**config.mk**
```make
export PLATFORM = sky130hd
export DESIGN_NAME = fixed_block_allocator_unit
export DESIGN_NICKNAME = d
export VERILOG_FILES = /design/src/rtl/core/fba_pkg.sv /design/src/rtl/core/fba_ctrl.sv /design/src/rtl/core/fba_datapath.sv /design/src/rtl/core/fixed_block_allocator_unit.sv
export VERILOG_INCLUDE_DIRS = /design/src /design/src/rtl/core
export SDC_FILE = /design/constraint.sdc
export NUM_CORES = 1
export LEC_CHECK = 0
export BUFFER_PORTS_ARGS = -buffer_cell sky130_fd_sc_hd__buf_2
export CORE_AREA = 8 8 157 232
export CTS_BUF_LIST = sky130_fd_sc_hd__clkbuf_4 sky130_fd_sc_hd__clkbuf_8 sky130_fd_sc_hd__clkbuf_16
export DETAILED_ROUTE_END_ITERATION = 6
export DIE_AREA = 0 0 165 240
export SLEW_MARGIN = 20
export SYNTH_ARGS = -nofsm -noshare
export SYNTH_HDL_FRONTEND = slang
export SYNTH_SLANG_ARGS = --single-unit
```
**constraint.sdc**
```tcl
create_clock -name clock -period 6 [get_ports clock]
set_input_delay 1.2 -clock clock [delete_from_list [all_inputs] [get_ports clock]]
set_output_delay 1.2 -clock clock [all_outputs]
set_load 0.02 [all_outputs]
```
**src/rtl/core/fixed_block_allocator_unit_defines.svh**
```systemverilog
// Assertion macros for the fixed block allocator.
`ifndef FIXED_BLOCK_ALLOCATOR_UNIT_DEFINES_SVH
`define FIXED_BLOCK_ALLOCATOR_UNIT_DEFINES_SVH

// Clocked assertion, disabled while reset is high.
`define FBA_ASSERT(label, prop, msg) \
   label: assert property (@(posedge clock) disable iff (reset) (prop)) else $error(msg);

// Next-cycle implication built on the clocked assertion.
`define FBA_ASSERT_NEXT(label, ante, cons, msg) \
   `FBA_ASSERT(label, (ante) |=> (cons), msg)

`endif

```
**src/rtl/core/fba_pkg.sv**
```systemverilog
// Package for the fixed block allocator: constants, payload and control types.
package fba_pkg;

   localparam int NUM_BLOCKS  = 64;
   localparam int BLOCK_BYTES = 1024;
   localparam int WORD_BITS   = 16;
   localparam int NUM_WORDS   = NUM_BLOCKS / WORD_BITS;

   localparam int IDX_W      = $clog2(NUM_BLOCKS);
   localparam int CNT_W      = IDX_W + 1;
   localparam int BIT_SEL_W  = $clog2(WORD_BITS);
   localparam int WORD_SEL_W = $clog2(NUM_WORDS);
   localparam int PTR_W      = WORD_SEL_W + 1;
   localparam int SIZE_W     = 32;
   localparam int STATUS_W   = 3;

   localparam logic MODE_ALLOC = 1'b0;
   localparam logic MODE_FREE  = 1'b1;

   localparam logic [STATUS_W-1:0] ST_OK          = 3'd0;
   localparam logic [STATUS_W-1:0] ST_TOO_LARGE   = 3'd1;
   localparam logic [STATUS_W-1:0] ST_POOL_FULL   = 3'd2;
   localparam logic [STATUS_W-1:0] ST_BAD_INDEX   = 3'd3;
   localparam logic [STATUS_W-1:0] ST_DOUBLE_FREE = 3'd4;

   typedef struct packed {
      logic              mode;
      logic [SIZE_W-1:0] request_size;
      logic [IDX_W-1:0]  block_index;
   } req_type;

   typedef struct packed {
      logic [STATUS_W-1:0] status;
      logic [IDX_W-1:0]    granted_index;
   } rsp_type;

   typedef struct packed {
      logic load_req;
      logic execute;
      logic scan_step;
      logic load_rsp;
   } dp_cmd_type;

   typedef struct packed {
      logic need_scan;
      logic scan_done;
      logic none_free;
   } dp_stat_type;

endpackage

```
**src/rtl/core/fba_ctrl.sv**
```systemverilog
// Controller state machine for the fixed block allocator.
module fba_ctrl
   import fba_pkg::*;
(
   input  logic        clock,
   input  logic        reset,
   input  logic        req_valid,
   output logic        req_stall,
   output logic        rsp_valid,
   input  logic        rsp_stall,
   input  dp_stat_type stat,
   output dp_cmd_type  cmd
);

   typedef enum logic [3:0] {
      FSM_IDLE = 4'b0001,
      FSM_EXEC = 4'b0010,
      FSM_SCAN = 4'b0100,
      FSM_RESP = 4'b1000
   } fsm_type;

   fsm_type state_ff, state_in;
   logic    rsp_valid_ff, rsp_valid_in;
   logic    out_free;

   assign out_free  = !rsp_valid_ff || !rsp_stall;
   assign req_stall = (state_ff != FSM_IDLE);
   assign rsp_valid = rsp_valid_ff;

   always_comb begin
      state_in = state_ff;
      cmd      = '0;
      case (state_ff)
         FSM_IDLE: begin
            if (req_valid) begin
               cmd.load_req = 1'b1;
               state_in     = FSM_EXEC;
            end
         end
         FSM_EXEC: begin
            cmd.execute = 1'b1;
            state_in    = stat.need_scan ? FSM_SCAN : FSM_RESP;
         end
         FSM_SCAN: begin
            cmd.scan_step = 1'b1;
            if (stat.scan_done) begin
               state_in = FSM_RESP;
            end
         end
         FSM_RESP: begin
            if (out_free) begin
               cmd.load_rsp = 1'b1;
               state_in     = FSM_IDLE;
            end
         end
         default: begin
            state_in = FSM_IDLE;
         end
      endcase
   end

   assign rsp_valid_in = (rsp_valid_ff && rsp_stall) || cmd.load_rsp;

   always_ff @(posedge clock) begin
      if (reset) begin
         state_ff     <= FSM_IDLE;
         rsp_valid_ff <= 1'b0;
      end else begin
         state_ff     <= state_in;
         rsp_valid_ff <= rsp_valid_in;
      end
   end

endmodule

```
**src/rtl/core/fba_datapath.sv**
```systemverilog
// Datapath for the fixed block allocator: marks, hint, word scan and result.
module fba_datapath
   import fba_pkg::*;
(
   input  logic             clock,
   input  logic             reset,
   input  logic             csr_write_enable,
   input  logic [CNT_W-1:0] csr_write_data,
   input  req_type          req_data,
   output rsp_type          rsp_data,
   input  dp_cmd_type       cmd,
   output dp_stat_type      stat
);

   logic [NUM_BLOCKS-1:0] marks_ff, marks_in;
   logic [IDX_W-1:0]      hint_ff, hint_in;
   logic                  none_free_ff, none_free_in;
   logic [CNT_W-1:0]      pool_ff, pool_in;
   logic [PTR_W-1:0]      scan_ptr_ff, scan_ptr_in;
   req_type               req_ff, req_in;
   rsp_type               result_ff, result_in;
   rsp_type               rsp_ff, rsp_in;

   logic [CNT_W-1:0]      count;
   logic [IDX_W-1:0]      count_m1;
   logic [WORD_SEL_W-1:0] last_word;
   logic                  too_large;
   logic                  pool_full;
   logic                  bad_index;
   logic                  is_marked;
   logic                  alloc_ok;
   logic [CNT_W-1:0]      next_start;
   logic [WORD_BITS-1:0]  word_bits;
   logic [WORD_BITS-1:0]  cand;
   logic [BIT_SEL_W-1:0]  enc;
   logic                  found;
   logic                  past_last;
   logic [IDX_W-1:0]      found_idx;

   // pool size clamped to 1..NUM_BLOCKS
   always_comb begin
      if (pool_ff == '0) begin
         count = CNT_W'(1);
      end else if (pool_ff > CNT_W'(NUM_BLOCKS)) begin
         count = CNT_W'(NUM_BLOCKS);
      end else begin
         count = pool_ff;
      end
   end

   assign count_m1  = IDX_W'(count - CNT_W'(1));
   assign last_word = count_m1[IDX_W-1:BIT_SEL_W];

   assign too_large  = req_ff.request_size > SIZE_W'(BLOCK_BYTES);
   assign pool_full  = none_free_ff || ({1'b0, hint_ff} >= count);
   assign bad_index  = {1'b0, req_ff.block_index} >= count;
   assign is_marked  = marks_ff[req_ff.block_index];
   assign alloc_ok   = (req_ff.mode == MODE_ALLOC) && !too_large && !pool_full;
   assign next_start = {1'b0, hint_ff} + CNT_W'(1);

   // one bitmap word per scan step
   assign word_bits = marks_ff[scan_ptr_ff[WORD_SEL_W-1:0] * WORD_BITS +: WORD_BITS];

   always_comb begin
      logic [IDX_W-1:0] gidx;
      for (int b = 0; b < WORD_BITS; b++) begin
         gidx    = {scan_ptr_ff[WORD_SEL_W-1:0], BIT_SEL_W'(b)};
         cand[b] = !word_bits[b] && (gidx > result_ff.granted_index)
                   && ({1'b0, gidx} < count);
      end
   end

   always_comb begin
      enc = '0;
      for (int b = WORD_BITS - 1; b >= 0; b--) begin
         if (cand[b]) begin
            enc = BIT_SEL_W'(b);
         end
      end
   end

   assign found     = |cand;
   assign past_last = scan_ptr_ff >= {1'b0, last_word};
   assign found_idx = {scan_ptr_ff[WORD_SEL_W-1:0], enc};

   always_comb begin
      marks_in     = marks_ff;
      hint_in      = hint_ff;
      none_free_in = none_free_ff;
      pool_in      = pool_ff;
      scan_ptr_in  = scan_ptr_ff;
      req_in       = req_ff;
      result_in    = result_ff;
      rsp_in       = rsp_ff;

      if (csr_write_enable) begin
         pool_in      = csr_write_data;
         marks_in     = '0;
         hint_in      = '0;
         none_free_in = 1'b0;
      end else if (cmd.execute) begin
         result_in.status        = ST_OK;
         result_in.granted_index = '0;
         if (req_ff.mode == MODE_ALLOC) begin
            if (too_large) begin
               result_in.status = ST_TOO_LARGE;
            end else if (pool_full) begin
               result_in.status = ST_POOL_FULL;
            end else begin
               marks_in[hint_ff]       = 1'b1;
               result_in.granted_index = hint_ff;
               scan_ptr_in             = next_start[CNT_W-1:BIT_SEL_W];
            end
         end else begin
            if (bad_index) begin
               result_in.status = ST_BAD_INDEX;
            end else if (!is_marked) begin
               result_in.status = ST_DOUBLE_FREE;
            end else begin
               marks_in[req_ff.block_index] = 1'b0;
               if (none_free_ff || (req_ff.block_index < hint_ff)) begin
                  hint_in      = req_ff.block_index;
                  none_free_in = 1'b0;
               end
            end
         end
      end else if (cmd.scan_step) begin
         if (found) begin
            hint_in = found_idx;
         end else if (past_last) begin
            none_free_in = 1'b1;
            hint_in      = '0;
         end else begin
            scan_ptr_in = scan_ptr_ff + PTR_W'(1);
         end
      end

      if (cmd.load_req) begin
         req_in = req_data;
      end
      if (cmd.load_rsp) begin
         rsp_in = result_ff;
      end
   end

   always_ff @(posedge clock) begin
      if (reset) begin
         marks_ff     <= '0;
         hint_ff      <= '0;
         none_free_ff <= 1'b0;
         pool_ff      <= CNT_W'(NUM_BLOCKS);
      end else begin
         marks_ff     <= marks_in;
         hint_ff      <= hint_in;
         none_free_ff <= none_free_in;
         pool_ff      <= pool_in;
      end
   end

   always_ff @(posedge clock) begin
      scan_ptr_ff <= scan_ptr_in;
      req_ff      <= req_in;
      result_ff   <= result_in;
      rsp_ff      <= rsp_in;
   end

   assign rsp_data       = rsp_ff;
   assign stat.need_scan = alloc_ok;
   assign stat.scan_done = found || past_last;
   assign stat.none_free = none_free_ff;

endmodule

```
**src/rtl/core/fixed_block_allocator_unit.sv**
```systemverilog
// Top level of the fixed block allocator: controller, datapath and checks.
//
// Hands out and takes back fixed-size blocks from a pool of up to 64.
// Request channel (req_valid/req_stall/req_data): mode 0 allocates a block of
// up to 1024 bytes, mode 1 frees block_index. Response channel
// (rsp_valid/rsp_stall/rsp_data) returns one status and granted index per
// request, in order.
// Steps: the request is accepted and executed, and its result is loaded into
// the output register; a successful allocate first scans for the next free
// block, one 16-bit bitmap word per cycle. Requests are worked one at a time,
// so a new one is taken only after the last has been handed to the output
// register; the word scan lengthens the spacing.
// A finished response sits in an output register; while rsp_stall is high it
// holds and the next request may already be accepted and worked on.
// csr_write_data sets the pool size (clamped to 1..64) and frees every block.
// Reset frees every block, sets the pool size to 64 and the hint to block 0.
`include "fixed_block_allocator_unit_defines.svh"

module fixed_block_allocator_unit
   import fba_pkg::*;
(
   input  logic             clock,
   input  logic             reset,
   // request channel
   input  logic             req_valid,
   output logic             req_stall,
   input  req_type          req_data,
   // response channel
   output logic             rsp_valid,
   input  logic             rsp_stall,
   output rsp_type          rsp_data,
   // pool size register
   input  logic             csr_write_enable,
   input  logic [CNT_W-1:0] csr_write_data
);

   dp_cmd_type  ctrl_cmd;
   dp_stat_type dp_stat;

   // sequencing: accept, execute, scan, hand off
   fba_ctrl u_ctrl (
      .clock     (clock),
      .reset     (reset),
      .req_valid (req_valid),
      .req_stall (req_stall),
      .rsp_valid (rsp_valid),
      .rsp_stall (rsp_stall),
      .stat      (dp_stat),
      .cmd       (ctrl_cmd)
   );

   // bitmap, hint and result registers
   fba_datapath u_datapath (
      .clock            (clock),
      .reset            (reset),
      .csr_write_enable (csr_write_enable),
      .csr_write_data   (csr_write_data),
      .req_data         (req_data),
      .rsp_data         (rsp_data),
      .cmd              (ctrl_cmd),
      .stat             (dp_stat)
   );

   // the block is busy the cycle after taking a request
   `FBA_ASSERT_NEXT(a_busy_after_accept, req_valid && !req_stall, req_stall,
      "accepted request did not make block busy")

   // only a successful allocate carries a nonzero index
   `FBA_ASSERT(a_index_zero_on_error,
      rsp_valid && (rsp_data.status != ST_OK) |-> (rsp_data.granted_index == '0),
      "failed request returned a block index")

   // a pool size write frees every block, so the pool is no longer marked full
   `FBA_ASSERT_NEXT(a_csr_clears_full, csr_write_enable, !dp_stat.none_free,
      "pool still full after size write")

endmodule
```
Yosys cells after proc, flatten, opt, wreduce, memory -nomap -nowiden
Index checks and enable logic that the tools add are counted.
{"block": "classes", "order_cmp": 42, "reduce_logical": 75, "n_shift": 1, "add_sub_neg": 3, "eq_ne": 21, "bitwise_logic": 5, "n_mux": 68}
{"op": "64-bit two-way mux", "count": 5}
{"op": "6-bit by 7-bit less-than comparator with 1-bit output", "count": 16}
{"op": "6-bit greater-than comparator", "count": 16}
{"op": "4-bit two-way mux", "count": 20}
{"op": "64-bit AND", "count": 1}
{"op": "64-bit NOT", "count": 1}
{"op": "64-bit OR", "count": 1}
{"op": "64-bit by 7-bit variable part select with 16-bit output", "count": 1}
{"op": "6-bit two-way mux", "count": 8}
{"op": "1-bit logical AND", "count": 37}
{"op": "32-bit by 11-bit greater-than comparator with 1-bit output (second input constant)", "count": 1}
{"op": "3-bit two-way mux", "count": 10}
{"op": "1-bit zero test", "count": 20}
{"op": "2-bit inequality test (second input constant)", "count": 10}
{"op": "1-bit two-way mux", "count": 17}
{"op": "4-bit case mux with 4 select lines", "count": 1}
{"op": "16-bit OR reduction", "count": 1}
{"op": "6-bit by 7-bit >= comparator with 1-bit output", "count": 2}
{"op": "6-bit by 7-bit less-than comparator with 1-bit output (second input constant)", "count": 2}
{"op": "7-bit two-way mux", "count": 2}
{"op": "7-bit AND reduction", "count": 2}
{"op": "1-bit demux with 6-bit select", "count": 2}
{"op": "6-bit by 1-bit >= comparator with 1-bit output (second input constant)", "count": 2}
{"op": "2-bit by 1-bit inequality test with 1-bit output (second input constant)", "count": 6}
{"op": "24 further kinds", "count": 31}
{"block": "totals", "ff_bits": 143}

Longest topological paths before layout
Gate-level depths: netlist (run 1).
{"block": "logic_depth", "depth_word": 24, "depth_mapped": 15, "ltp_nobuf": 13}

By module
Synthesis (run 1) repeated with hierarchy kept, for this count alone.
{"block": "hier_totals", "cells_unflattened": 759, "hier_area_um2": 7896.3}
{"module": "fba_datapath", "n_inst": 1, "area_each_um2": 7617.3, "cells_each": 723, "seq_area_each_um2": 3363.2}
{"module": "fba_ctrl", "n_inst": 1, "area_each_um2": 279.0, "cells_each": 36, "seq_area_each_um2": 100.1}

Least setup slack after synthesis (run 1)
No wires, ideal clock.
{"block": "synth_timing", "path_kind": "reg2reg", "start": "reg u_datapath.pool_ff[2]", "end": "reg u_datapath.marks_ff[39]", "path_stages_with_launch": 14, "arrival_ns": 3.246, "path_slack_ns": 2.669, "path_buffers": 1, "path_cell_list": "dfxtp_1 -> or4_1 -> nor2_1 -> nor2_1 -> nor2_1 -> ha_1 -> nand2b_1 -> a21o_1 -> a21o_1 -> a211o_1 -> a2111oi_4 -> clkbuf_1 -> a31oi_1 -> a211oi_1"}
{"block": "synth_via", "elab_chain_len": 7, "elab_cells_between_ends": 10, "cone_classes": "order compare: 3; eq/ne: 2; mux: 2; reduce/logical: 3"}
{"element": "start: declaration", "line": "fba_datapath.sv:18", "source": "logic [CNT_W-1:0] pool_ff, pool_in;"}
{"element": "start signal: assignment", "line": "fba_datapath.sv:151", "source": "pool_ff <= CNT_W'(NUM_BLOCKS);"}
{"element": "start signal: assignment", "line": "fba_datapath.sv:156", "source": "pool_ff <= pool_in;"}
{"element": "7-bit greater-than comparator", "line": "fba_datapath.sv:44", "source": "end else if (pool_ff > CNT_W'(NUM_BLOCKS)) begin"}
{"element": "7-bit two-way mux", "line": "fba_datapath.sv:44"}
{"element": "7-bit two-way mux (*)", "line": "fba_datapath.sv:42", "source": "if (pool_ff == '0) begin"}
{"element": "6-bit by 7-bit >= comparator with 1-bit output", "line": "fba_datapath.sv:55", "source": "assign pool_full = none_free_ff || ({1'b0, hint_ff} >= count);"}
{"element": "1-bit logical OR", "line": "fba_datapath.sv:55"}
{"element": "2-bit by 1-bit inequality test with 1-bit output (no source line)"}
{"element": "5-bit AND reduction (no source line) (*)"}
{"element": "end signal: assignment", "line": "fba_datapath.sv:153", "source": "marks_ff <= marks_in;"}
{"element": "end: declaration", "line": "fba_datapath.sv:15", "source": "logic [NUM_BLOCKS-1:0] marks_ff, marks_in;"}
Every way passes the cells marked *; elsewhere a longest branch is shown, timed or not.
A chain may end at the register's enable or synchronous reset.

Worst setup path after layout (run 1)
{"block": "layout_timing", "start": "reg u_datapath.pool_ff[2]", "end": "reg u_datapath.marks_ff[61]"}
Same word-level chain as after synthesis.

==> run metrics, run 1 <==
combinational family with the most area after synthesis=compound AO/OA/AOI/OAI gates; critical path arrival=4.78 ns; share of synthesized flip-flops with an asynchronous set or reset=0%; initial antenna violation count=0; # port buffers=61; Yosys reg bits=143; latest clock arrival within the worst-skew pair=0.44 ns; clock slew at reported path FFs=0.07 ns; Crit. End Element=flop; First DRT Iteration DRCs=898; routed via count=7391; EDFF count, synth=60; max_slew headroom=24.6%; Detail Placement HPWL=21700 um; xor-xnor portion of the synthesized cell area=0.216%; run status=complete, no violations; Area Overhead vs Synth=16.4%; count of hold-fix buffers inserted at cts=0; first-pass GRT wire length=44600 um; Ys Warns=0; unrepaired setup endpoints after global routing=false; Final GP Congestion=0.986; Least-Margin Pin Slew=1.12 ns; final setup margin=1.57 ns; Final nets=949; Max-Cap Viols=0; CTS tree=built; crit share post-route=73.8%; Worst setup SP type=flop; cts bufs inserted=17; WL/cell=22.6 um; vias in the first global route=7259; Setup TNS=0 ns; WP data required=6.35 ns; layout cells sized above 1=17.7%; I/O pin count=62; Lkg Pwr=3.31 nW; FP Rows=82; Synth Area in Adders=4.00%; Period minus WS final=4.43 ns; number of gates resized after cts=0; First-pass DRT Iterations=5; clk buf depth=2; core box area=0.0331 mm2; multiplexer share of the synthesized area=8.39%; die area=0.0396 mm2; Max Slew Vio Count=0; final setup vio count=0; pwr dens=251 mW/mm2; Residual DRC=0; post-synthesis simple-gate area fraction=19.4%; overall die width=165 um; largest net degree at the start of global routing=40; final WL=29500 um; Seq/Total Area, Yosys=42.6%; Sinks on Clock Net=143; ant diodes=0; synthesized area=0.00813 mm2; Final Hold Fails=0; grt ovf=0; Tot GR Track Use=14.9%; post-route ant nets=0; initial core utilization=24.5%; syn avg cell area=9.83 um2; Synth Flop Type=dfxtp_1; Clock Skew=0.0168 ns; fmax=0.226 GHz; Synth Area in Compound Gates=21.1%; VDD IR max=210 uV; clock root cell=clkbuf_16; die height=240 um; Gate Count Post-Synth=827; syn_nets=904; setup bufs post-CTS=0; H-tree Lvls=4; synth unique cells=81; Crit Path Category=reg2reg; hold crit path type=reg2reg; Worst Path Max Fanout=11; via-per-instance ratio=5.66; pre-CTS setup slack=1.66 ns
[power breakdown]
part,leakage [nW],switching [W],internal (W),total [W]
logic,1.77,0.000123,0.0000651,0.000188
registers,1.23,0.0000172,0.00104,0.00106
clock network,0.306,0.000494,0.000637,0.00113
[flip-flops by register name, indices dropped and copies added (netlist names)]
signal	cells
u_ctrl.rsp_valid	1
u_ctrl.state_ff	4
u_datapath.hint_ff	6
u_datapath.marks_ff	64
u_datapath.none_free_ff	1
u_datapath.pool_ff	7
u_datapath.req_ff	39
u_datapath.result_ff	9
u_datapath.rsp_data	9
u_datapath.scan_ptr_ff	3
[worst paths after layout]
| path | startpoint | endpoint | slack (ns) | depth (start not counted) |
|---|---|---|---|---|
| hold reg to reg | u_datapath.result_ff[7] | u_datapath.rsp_data[7] | 0.42 | 0 |
| setup reg to reg | u_datapath.pool_ff[2] | u_datapath.marks_ff[61] | 1.57 | 13 |
| hold / removal | u_datapath.result_ff[7] | u_datapath.rsp_data[7] | 0.42 | 0 |
| setup / recovery | u_datapath.pool_ff[2] | u_datapath.marks_ff[61] | 1.57 | 13 |
[placed cells by master (no fill, tap or decap), types with 18 or more instances in the layout]
cell and instances:
a211oi_1 34, a21oi_1 45, a31oi_1 19, buf_2 61
dfxtp_1 83, edfxtp_1 60, ha_1 26, inv_1 21
mux2i_1 22, mux4_2 19, nand2_1 90, nand3_1 22
nor2_1 45, nor3_1 18, o21ai_0 38, o311ai_0 22
[worst max-delay path, cell delays in order (launching register included)]
cell and delay (ns):
dfxtp_1 0.39, or4_1 0.57, nor2_1 0.11, nor2_1 0.05, nor2_1 0.19, ha_1 0.27, nand2b_1 0.14, a21o_1 0.17
a21o_1 0.19, a211o_1 0.36, a21oi_1 0.76, nand2_1 0.24, or4_1 0.69, o21ai_0 0.24
[cells in the mapped netlist (7+ instances only)]
| cell | number | area share (%) |
|---|---|---|
| o211ai_1 | 7 | 0.65 |
| inv_1 | 21 | 0.97 |
| o41ai_1 | 8 | 0.86 |
| mux2i_1 | 22 | 2.7 |
| dfxtp_1 | 83 | 20 |
| nor2b_1 | 13 | 1.0 |
| nor2_1 | 46 | 2.1 |
| o311ai_0 | 22 | 2.4 |
| clkbuf_1 | 33 | 1.5 |
| a31oi_1 | 19 | 1.5 |
| o21ai_0 | 38 | 2.3 |
| mux4_2 | 19 | 5.3 |
| or3_1 | 7 | 0.54 |
| nand4_1 | 7 | 0.54 |
| nand3_1 | 22 | 1.4 |
| edfxtp_1 | 60 | 22 |
| nor4_1 | 14 | 1.1 |
| ha_1 | 26 | 4.0 |
| nor3_1 | 20 | 1.2 |
| buf_2 | 9 | 0.55 |
| and2_1 | 17 | 1.3 |
| a21oi_1 | 45 | 2.8 |
| a21o_1 | 17 | 1.6 |
| nand2_1 | 90 | 4.2 |
| a211oi_1 | 34 | 3.1 |
| nand2b_1 | 8 | 0.62 |
[cell families (layout without fill, tap and decap cells)]
| family | Yosys count | count (layout) |
|---|---|---|
| DFF | 143 | 143 |
| and+or+nand+nor | 294 | 294 |
| buffers and inverters | 76 | 134 |
| xor gates and xnor gates | 2 | 2 |
| muxes | 44 | 44 |
| AOI/OAI and AO/OA | 242 | 242 |
| adders and majority gates | 26 | 26 |
[final cells by class]
class | instances | area (um2)
fill | 3450 | 23700
multi-input combinational | 608 | 4340
sequential | 143 | 3460
tap | 420 | 526
timing repair buffer | 78 | 433
clock buffer | 17 | 425
clock inverter | 15 | 190
inverter | 24 | 90.1
[per-stage QoR]
step	hold slack, ns	util (%)	area (um2)	cells	power [W]
after CTS	0.429	28.5	9450	1304	0.00238
after global routing	0.439	28.6	9460	1305	0.00244
after global placement	0.414	26.6	8830	1272	0.00126
after floorplan	0.400	-	8130	827	0.00119
final	0.424	28.6	9460	1305	0.00237
after detailed placement	0.418	26.6	8830	1272	0.00126
[layer usage]
metal	global-route usage, %	wire (um)	up-vias
met2	26.9	15600	331
met4	10.1	1920	0
met3	2.43	1620	104
li1	-	-	3306
met1	15.5	10400	3650
met5	0	0	-
Note: power is estimated with default switching activity, not from simulation.
==> run 2, diff against run 1 <==
--- a/config.mk
+++ b/config.mk
@@ -6,11 +6,12 @@
 export SDC_FILE = /design/constraint.sdc
 export NUM_CORES = 1
 export LEC_CHECK = 0
+export ABC_AREA = 1
 export BUFFER_PORTS_ARGS = -buffer_cell sky130_fd_sc_hd__buf_2
-export CORE_AREA = 8 8 157 232
+export CORE_AREA = 8 8 158 235
 export CTS_BUF_LIST = sky130_fd_sc_hd__clkbuf_4 sky130_fd_sc_hd__clkbuf_8 sky130_fd_sc_hd__clkbuf_16
 export DETAILED_ROUTE_END_ITERATION = 6
-export DIE_AREA = 0 0 165 240
+export DIE_AREA = 0 0 166 243
 export SLEW_MARGIN = 20
 export SYNTH_ARGS = -nofsm -noshare
 export SYNTH_HDL_FRONTEND = slang
==> constraint.sdc (replaced) <==
create_clock -name clock -period 3.6 [get_ports clock]
set_input_delay 0.72 -clock clock [delete_from_list [all_inputs] [get_ports clock]]
set_output_delay 0.72 -clock clock [all_outputs]
set_load 0.02 [all_outputs]
==> run 2 against run 1 <==
Power increased by 63%. Wire length up 7.0%. Critical path depth grew 1. Combinational power grew 120%. Area after synthesis grew 2.3%. Clock power rose by 48%. Count of clock-buffer cells in the layout is 2 higher. Worst setup slack worse by 1.3 ns. First-iteration DRC count is 2.2% higher. Die area rose by 1.9%. Sequential share of layout area down 1.5 points. Worst hold slack lost 0.00070 ns. Critical endpoint is now u_datapath.hint_ff[4]. Largest cell class unchanged. Largest power group is now registers.
==> run metrics, run 2 <==
run status=complete, no violations (unchanged); cts bufs inserted=17 (unchanged); Crit Path Category=reg2reg (unchanged); final WL=31600 um (was 29500 um); multi-input logic area=0.00429 mm2 (was 0.00434 mm2); grt peak-use layer=met2 (unchanged); Max-Cap Viols=0 (unchanged); die height=243 um (was 240 um); post-synth top area share=21.7% (was 22.2%); EDFF count, synth=60 (unchanged); startpoint of the worst register-to-register path=u_datapath.scan_ptr_ff[0] (was u_datapath.pool_ff[2]); # port buffers=61 (unchanged); ant diodes=0 (unchanged); Gate Count Post-Synth=1100 (was 827); critical path arrival=3.70 ns (was 4.78 ns); most frequent cell after synthesis=nand2_1 (unchanged); most area-hungry cell type in the Yosys netlist=edfxtp_1 (unchanged); Ys Warns=0 (unchanged); Final GP Congestion=0.951 (was 0.986); grt ovf=0 (unchanged); most frequent cells in the layout=nand2_1 (182), a21oi_1 (138), nor2_1 (107) (was nand2_1 (90), dfxtp_1 (83), buf_2 (61)); Setup crit end=u_datapath.hint_ff[4] (was u_datapath.marks_ff[61]); combinational group share of total power=10.9% (was 7.9%); latest clock arrival within the worst-skew pair=0.45 ns (was 0.44 ns); flip-flop and latch area=0.00346 mm2 (unchanged); flop-to-flop setup slack=0.27 ns (was 1.57 ns); Top reg by flops=u_datapath.marks_ff (unchanged); WL/cell=19.5 um (was 22.6 um); pwr dens=392 mW/mm2 (was 251 mW/mm2); Area Overhead vs Synth=18.8% (was 16.4%); Max Slew Vio Count=0 (unchanged); FP Rows=83 (was 82); layout cells sized above 1=16.9% (was 17.7%); commonest non-fill, non-tap cell in the layout=nand2_1 (unchanged); grt met3 use=3.05% (was 2.43%); main area contributors after synthesis=edfxtp_1 (22%), dfxtp_1 (20%), a21oi_1 (8.4%) (was edfxtp_1 (22%), dfxtp_1 (20%), mux4_2 (5.3%)); Yosys reg bits=143 (unchanged); via-per-instance ratio=5.29 (was 5.66); core box area=0.0338 mm2 (was 0.0331 mm2); clk buf depth=2 (unchanged); Lkg Pwr=3.64 nW (was 3.31 nW); largest net degree at the start of global routing=62 (was 40); hold crit path type=reg2reg (unchanged); met2 usage=25.7% (was 26.9%); synth unique cells=50 (was 81); Final nets=1259 (was 949); share of synthesized flip-flops with an asynchronous set or reset=0% (unchanged); CTS tree=built (unchanged); vias in the first global route=8352 (was 7259); fmax=0.301 GHz (was 0.226 GHz); crit share post-route=92.4% (was 73.8%); I/O pin count=62 (unchanged); Reg2Reg Depth=14 (was 13); Internal=0.00281 W (was 0.00174 W); first-pass GRT wire length=48000 um (was 44600 um); Largest register FFs=64 (unchanged); Tot GR Track Use=15.3% (was 14.9%); biggest regs=u_datapath.marks_ff: 64 flops, u_datapath.req_ff: 39 flops (unchanged); Switch Pwr=0.00106 W (was 0.000633 W); total power=0.00388 W (was 0.00237 W); Seq/Total Area, Yosys=41.6% (was 42.6%); syn avg cell area=7.56 um2 (was 9.83 um2); Sinks on Clock Net=143 (unchanged); First-pass DRT Iterations=5 (unchanged); Synth top cells by count=nand2_1 (183), a21oi_1 (139), nor2_1 (109), inv_1 (91), o21ai_0 (91) (was nand2_1 (90), dfxtp_1 (83), edfxtp_1 (60), nor2_1 (46), a21oi_1 (45)); FILL cells=3603 (was 3450); Least-Margin Pin Slew=1.04 ns (was 1.12 ns); Period minus WS final=3.33 ns (was 4.43 ns); Synth Flop Type=dfxtp_1 (unchanged); Crit. End Element=flop (unchanged); Switching Share=27.4% (was 26.7%); die area=0.0403 mm2 (was 0.0396 mm2); H-tree Lvls=4 (unchanged); clock slew at reported path FFs=0.06 ns (was 0.07 ns); overall die width=166 um (was 165 um); post-route ant nets=0 (unchanged); Setup TNS=0 ns (unchanged); r2r endpoint=u_datapath.hint_ff[4] (was u_datapath.marks_ff[61]); Clock Skew=0.0106 ns (was 0.0168 ns); sequential power share=45.9% (was 44.5%); initial core utilization=24.6% (was 24.5%); crit path from=u_datapath.scan_ptr_ff[0] (was u_datapath.pool_ff[2]); First DRT Iteration DRCs=918 (was 898); synthesized area=0.00832 mm2 (was 0.00813 mm2); clock root cell=clkbuf_16 (unchanged); Worst Path Max Fanout=35 (was 11); Detail Placement HPWL=22800 um (was 21700 um); final setup vio count=0 (unchanged); met1 Use GR=15.8% (was 15.5%); syn_nets=1177 (was 904); VDD IR max=444 uV (was 210 uV); WP data required=3.98 ns (was 6.35 ns); power share of the clock group=43.2% (was 47.6%); initial antenna violation count=0 (unchanged); Final Hold Fails=0 (unchanged); Residual DRC=0 (unchanged); routed via count=8566 (was 7391); Worst setup SP type=flop (unchanged); unrepaired setup endpoints after global routing=false (unchanged); max_slew headroom=30.3% (was 24.6%)
run 2: area by class of cell:
| type | count | share of cell area (%) |
|---|---|---|
| Clock buffer | 19 | 4.70 |
| Clock inverter | 13 | 0.848 |
| Inverter | 106 | 4.14 |
| Multi-Input combinational cell | 813 | 43.5 |
| Sequential cell | 143 | 35.1 |
| Tap cell | 425 | 5.38 |
| Timing Repair Buffer | 101 | 6.42 |
run 2: how the worst min path moves through the flow:
stage,start,endpoint,slack (ns),cells past startpoint
global placement,u_datapath.result_ff[7],u_datapath.rsp_data[7],0.40,0
finish,u_datapath.result_ff[8],u_datapath.rsp_data[8],0.42,0
CTS,u_datapath.result_ff[8],u_datapath.rsp_data[8],0.42,0
detailed placement,u_datapath.result_ff[8],u_datapath.rsp_data[8],0.41,0
floorplan,u_datapath.result_ff[6],u_datapath.rsp_data[6],0.40,0
global route,u_datapath.result_ff[8],u_datapath.rsp_data[8],0.43,0
run 2: metrics by stage:
step                hold WS (ns)  std cells  cell area (um2)  worst slack [ns]  util (%)
finish                     0.423       1620             9880             0.274      29.3
CTS                        0.425       1618             9820             0.204      29.1
detailed placement         0.410       1586             9270             0.217      27.5
global route               0.427       1620             9880           0.00489      29.3
floorplan                  0.400       1100             8320             0.674         -
global placement           0.405       1586             9270             0.268      27.5
run 2: worst max-delay path: stages (launching register included):
cell	delay, ns
edfxtp_1	0.61
inv_2	0.14
buf_12	0.20
nor2_1	0.11
a21oi_1	0.07
o21ai_0	0.74
o2111ai_1	0.30
nand2_1	0.16
nor2_1	0.07
nand2_1	0.14
o21ai_1	0.10
buf_4	0.19
a21oi_1	0.16
o21ai_0	0.10
a21oi_1	0.14
run 2: cell families (layout without fill, tap and decap cells):
group                    Yosys count  count (layout)  synth area share (%)
flip-flops                       143             143                  41.6
adder cells (fa/ha/maj)           26              26                  3.91
multiplexers                       1               1                 0.120
buffers and inverters            145             239                  7.39
AO/OA/AOI/OAI                    302             302                  20.0
AND/OR/NAND/NOR                  480             481                  26.6
XOR/XNOR                           3               3                 0.316
run 2: repair_timing:
item,4_1_cts,5_1_grt
hold buffers,0,0
setup endpoints to repair,0,58
gates resized for setup,0,7
buffers inserted,0,1
run 2: routing by layer:
metal / vias up / share of wire [%]
li1: 4008 / -
met1: 3989 / 37
met2: 425 / 47
met3: 144 / 6.3
met4: 0 / 9.6
met5: - / 0
run 2: power by group through the flow:
stage          combinational (W)  sequential [W]  clock, W
2_1_floorplan           0.000271         0.00180         0
3_3_place_gp            0.000411         0.00181         0
3_5_place_dp            0.000413         0.00181         0
4_1_cts                 0.000414         0.00178   0.00171
5_1_grt                 0.000460         0.00179   0.00177
6_report                0.000421         0.00178   0.00167
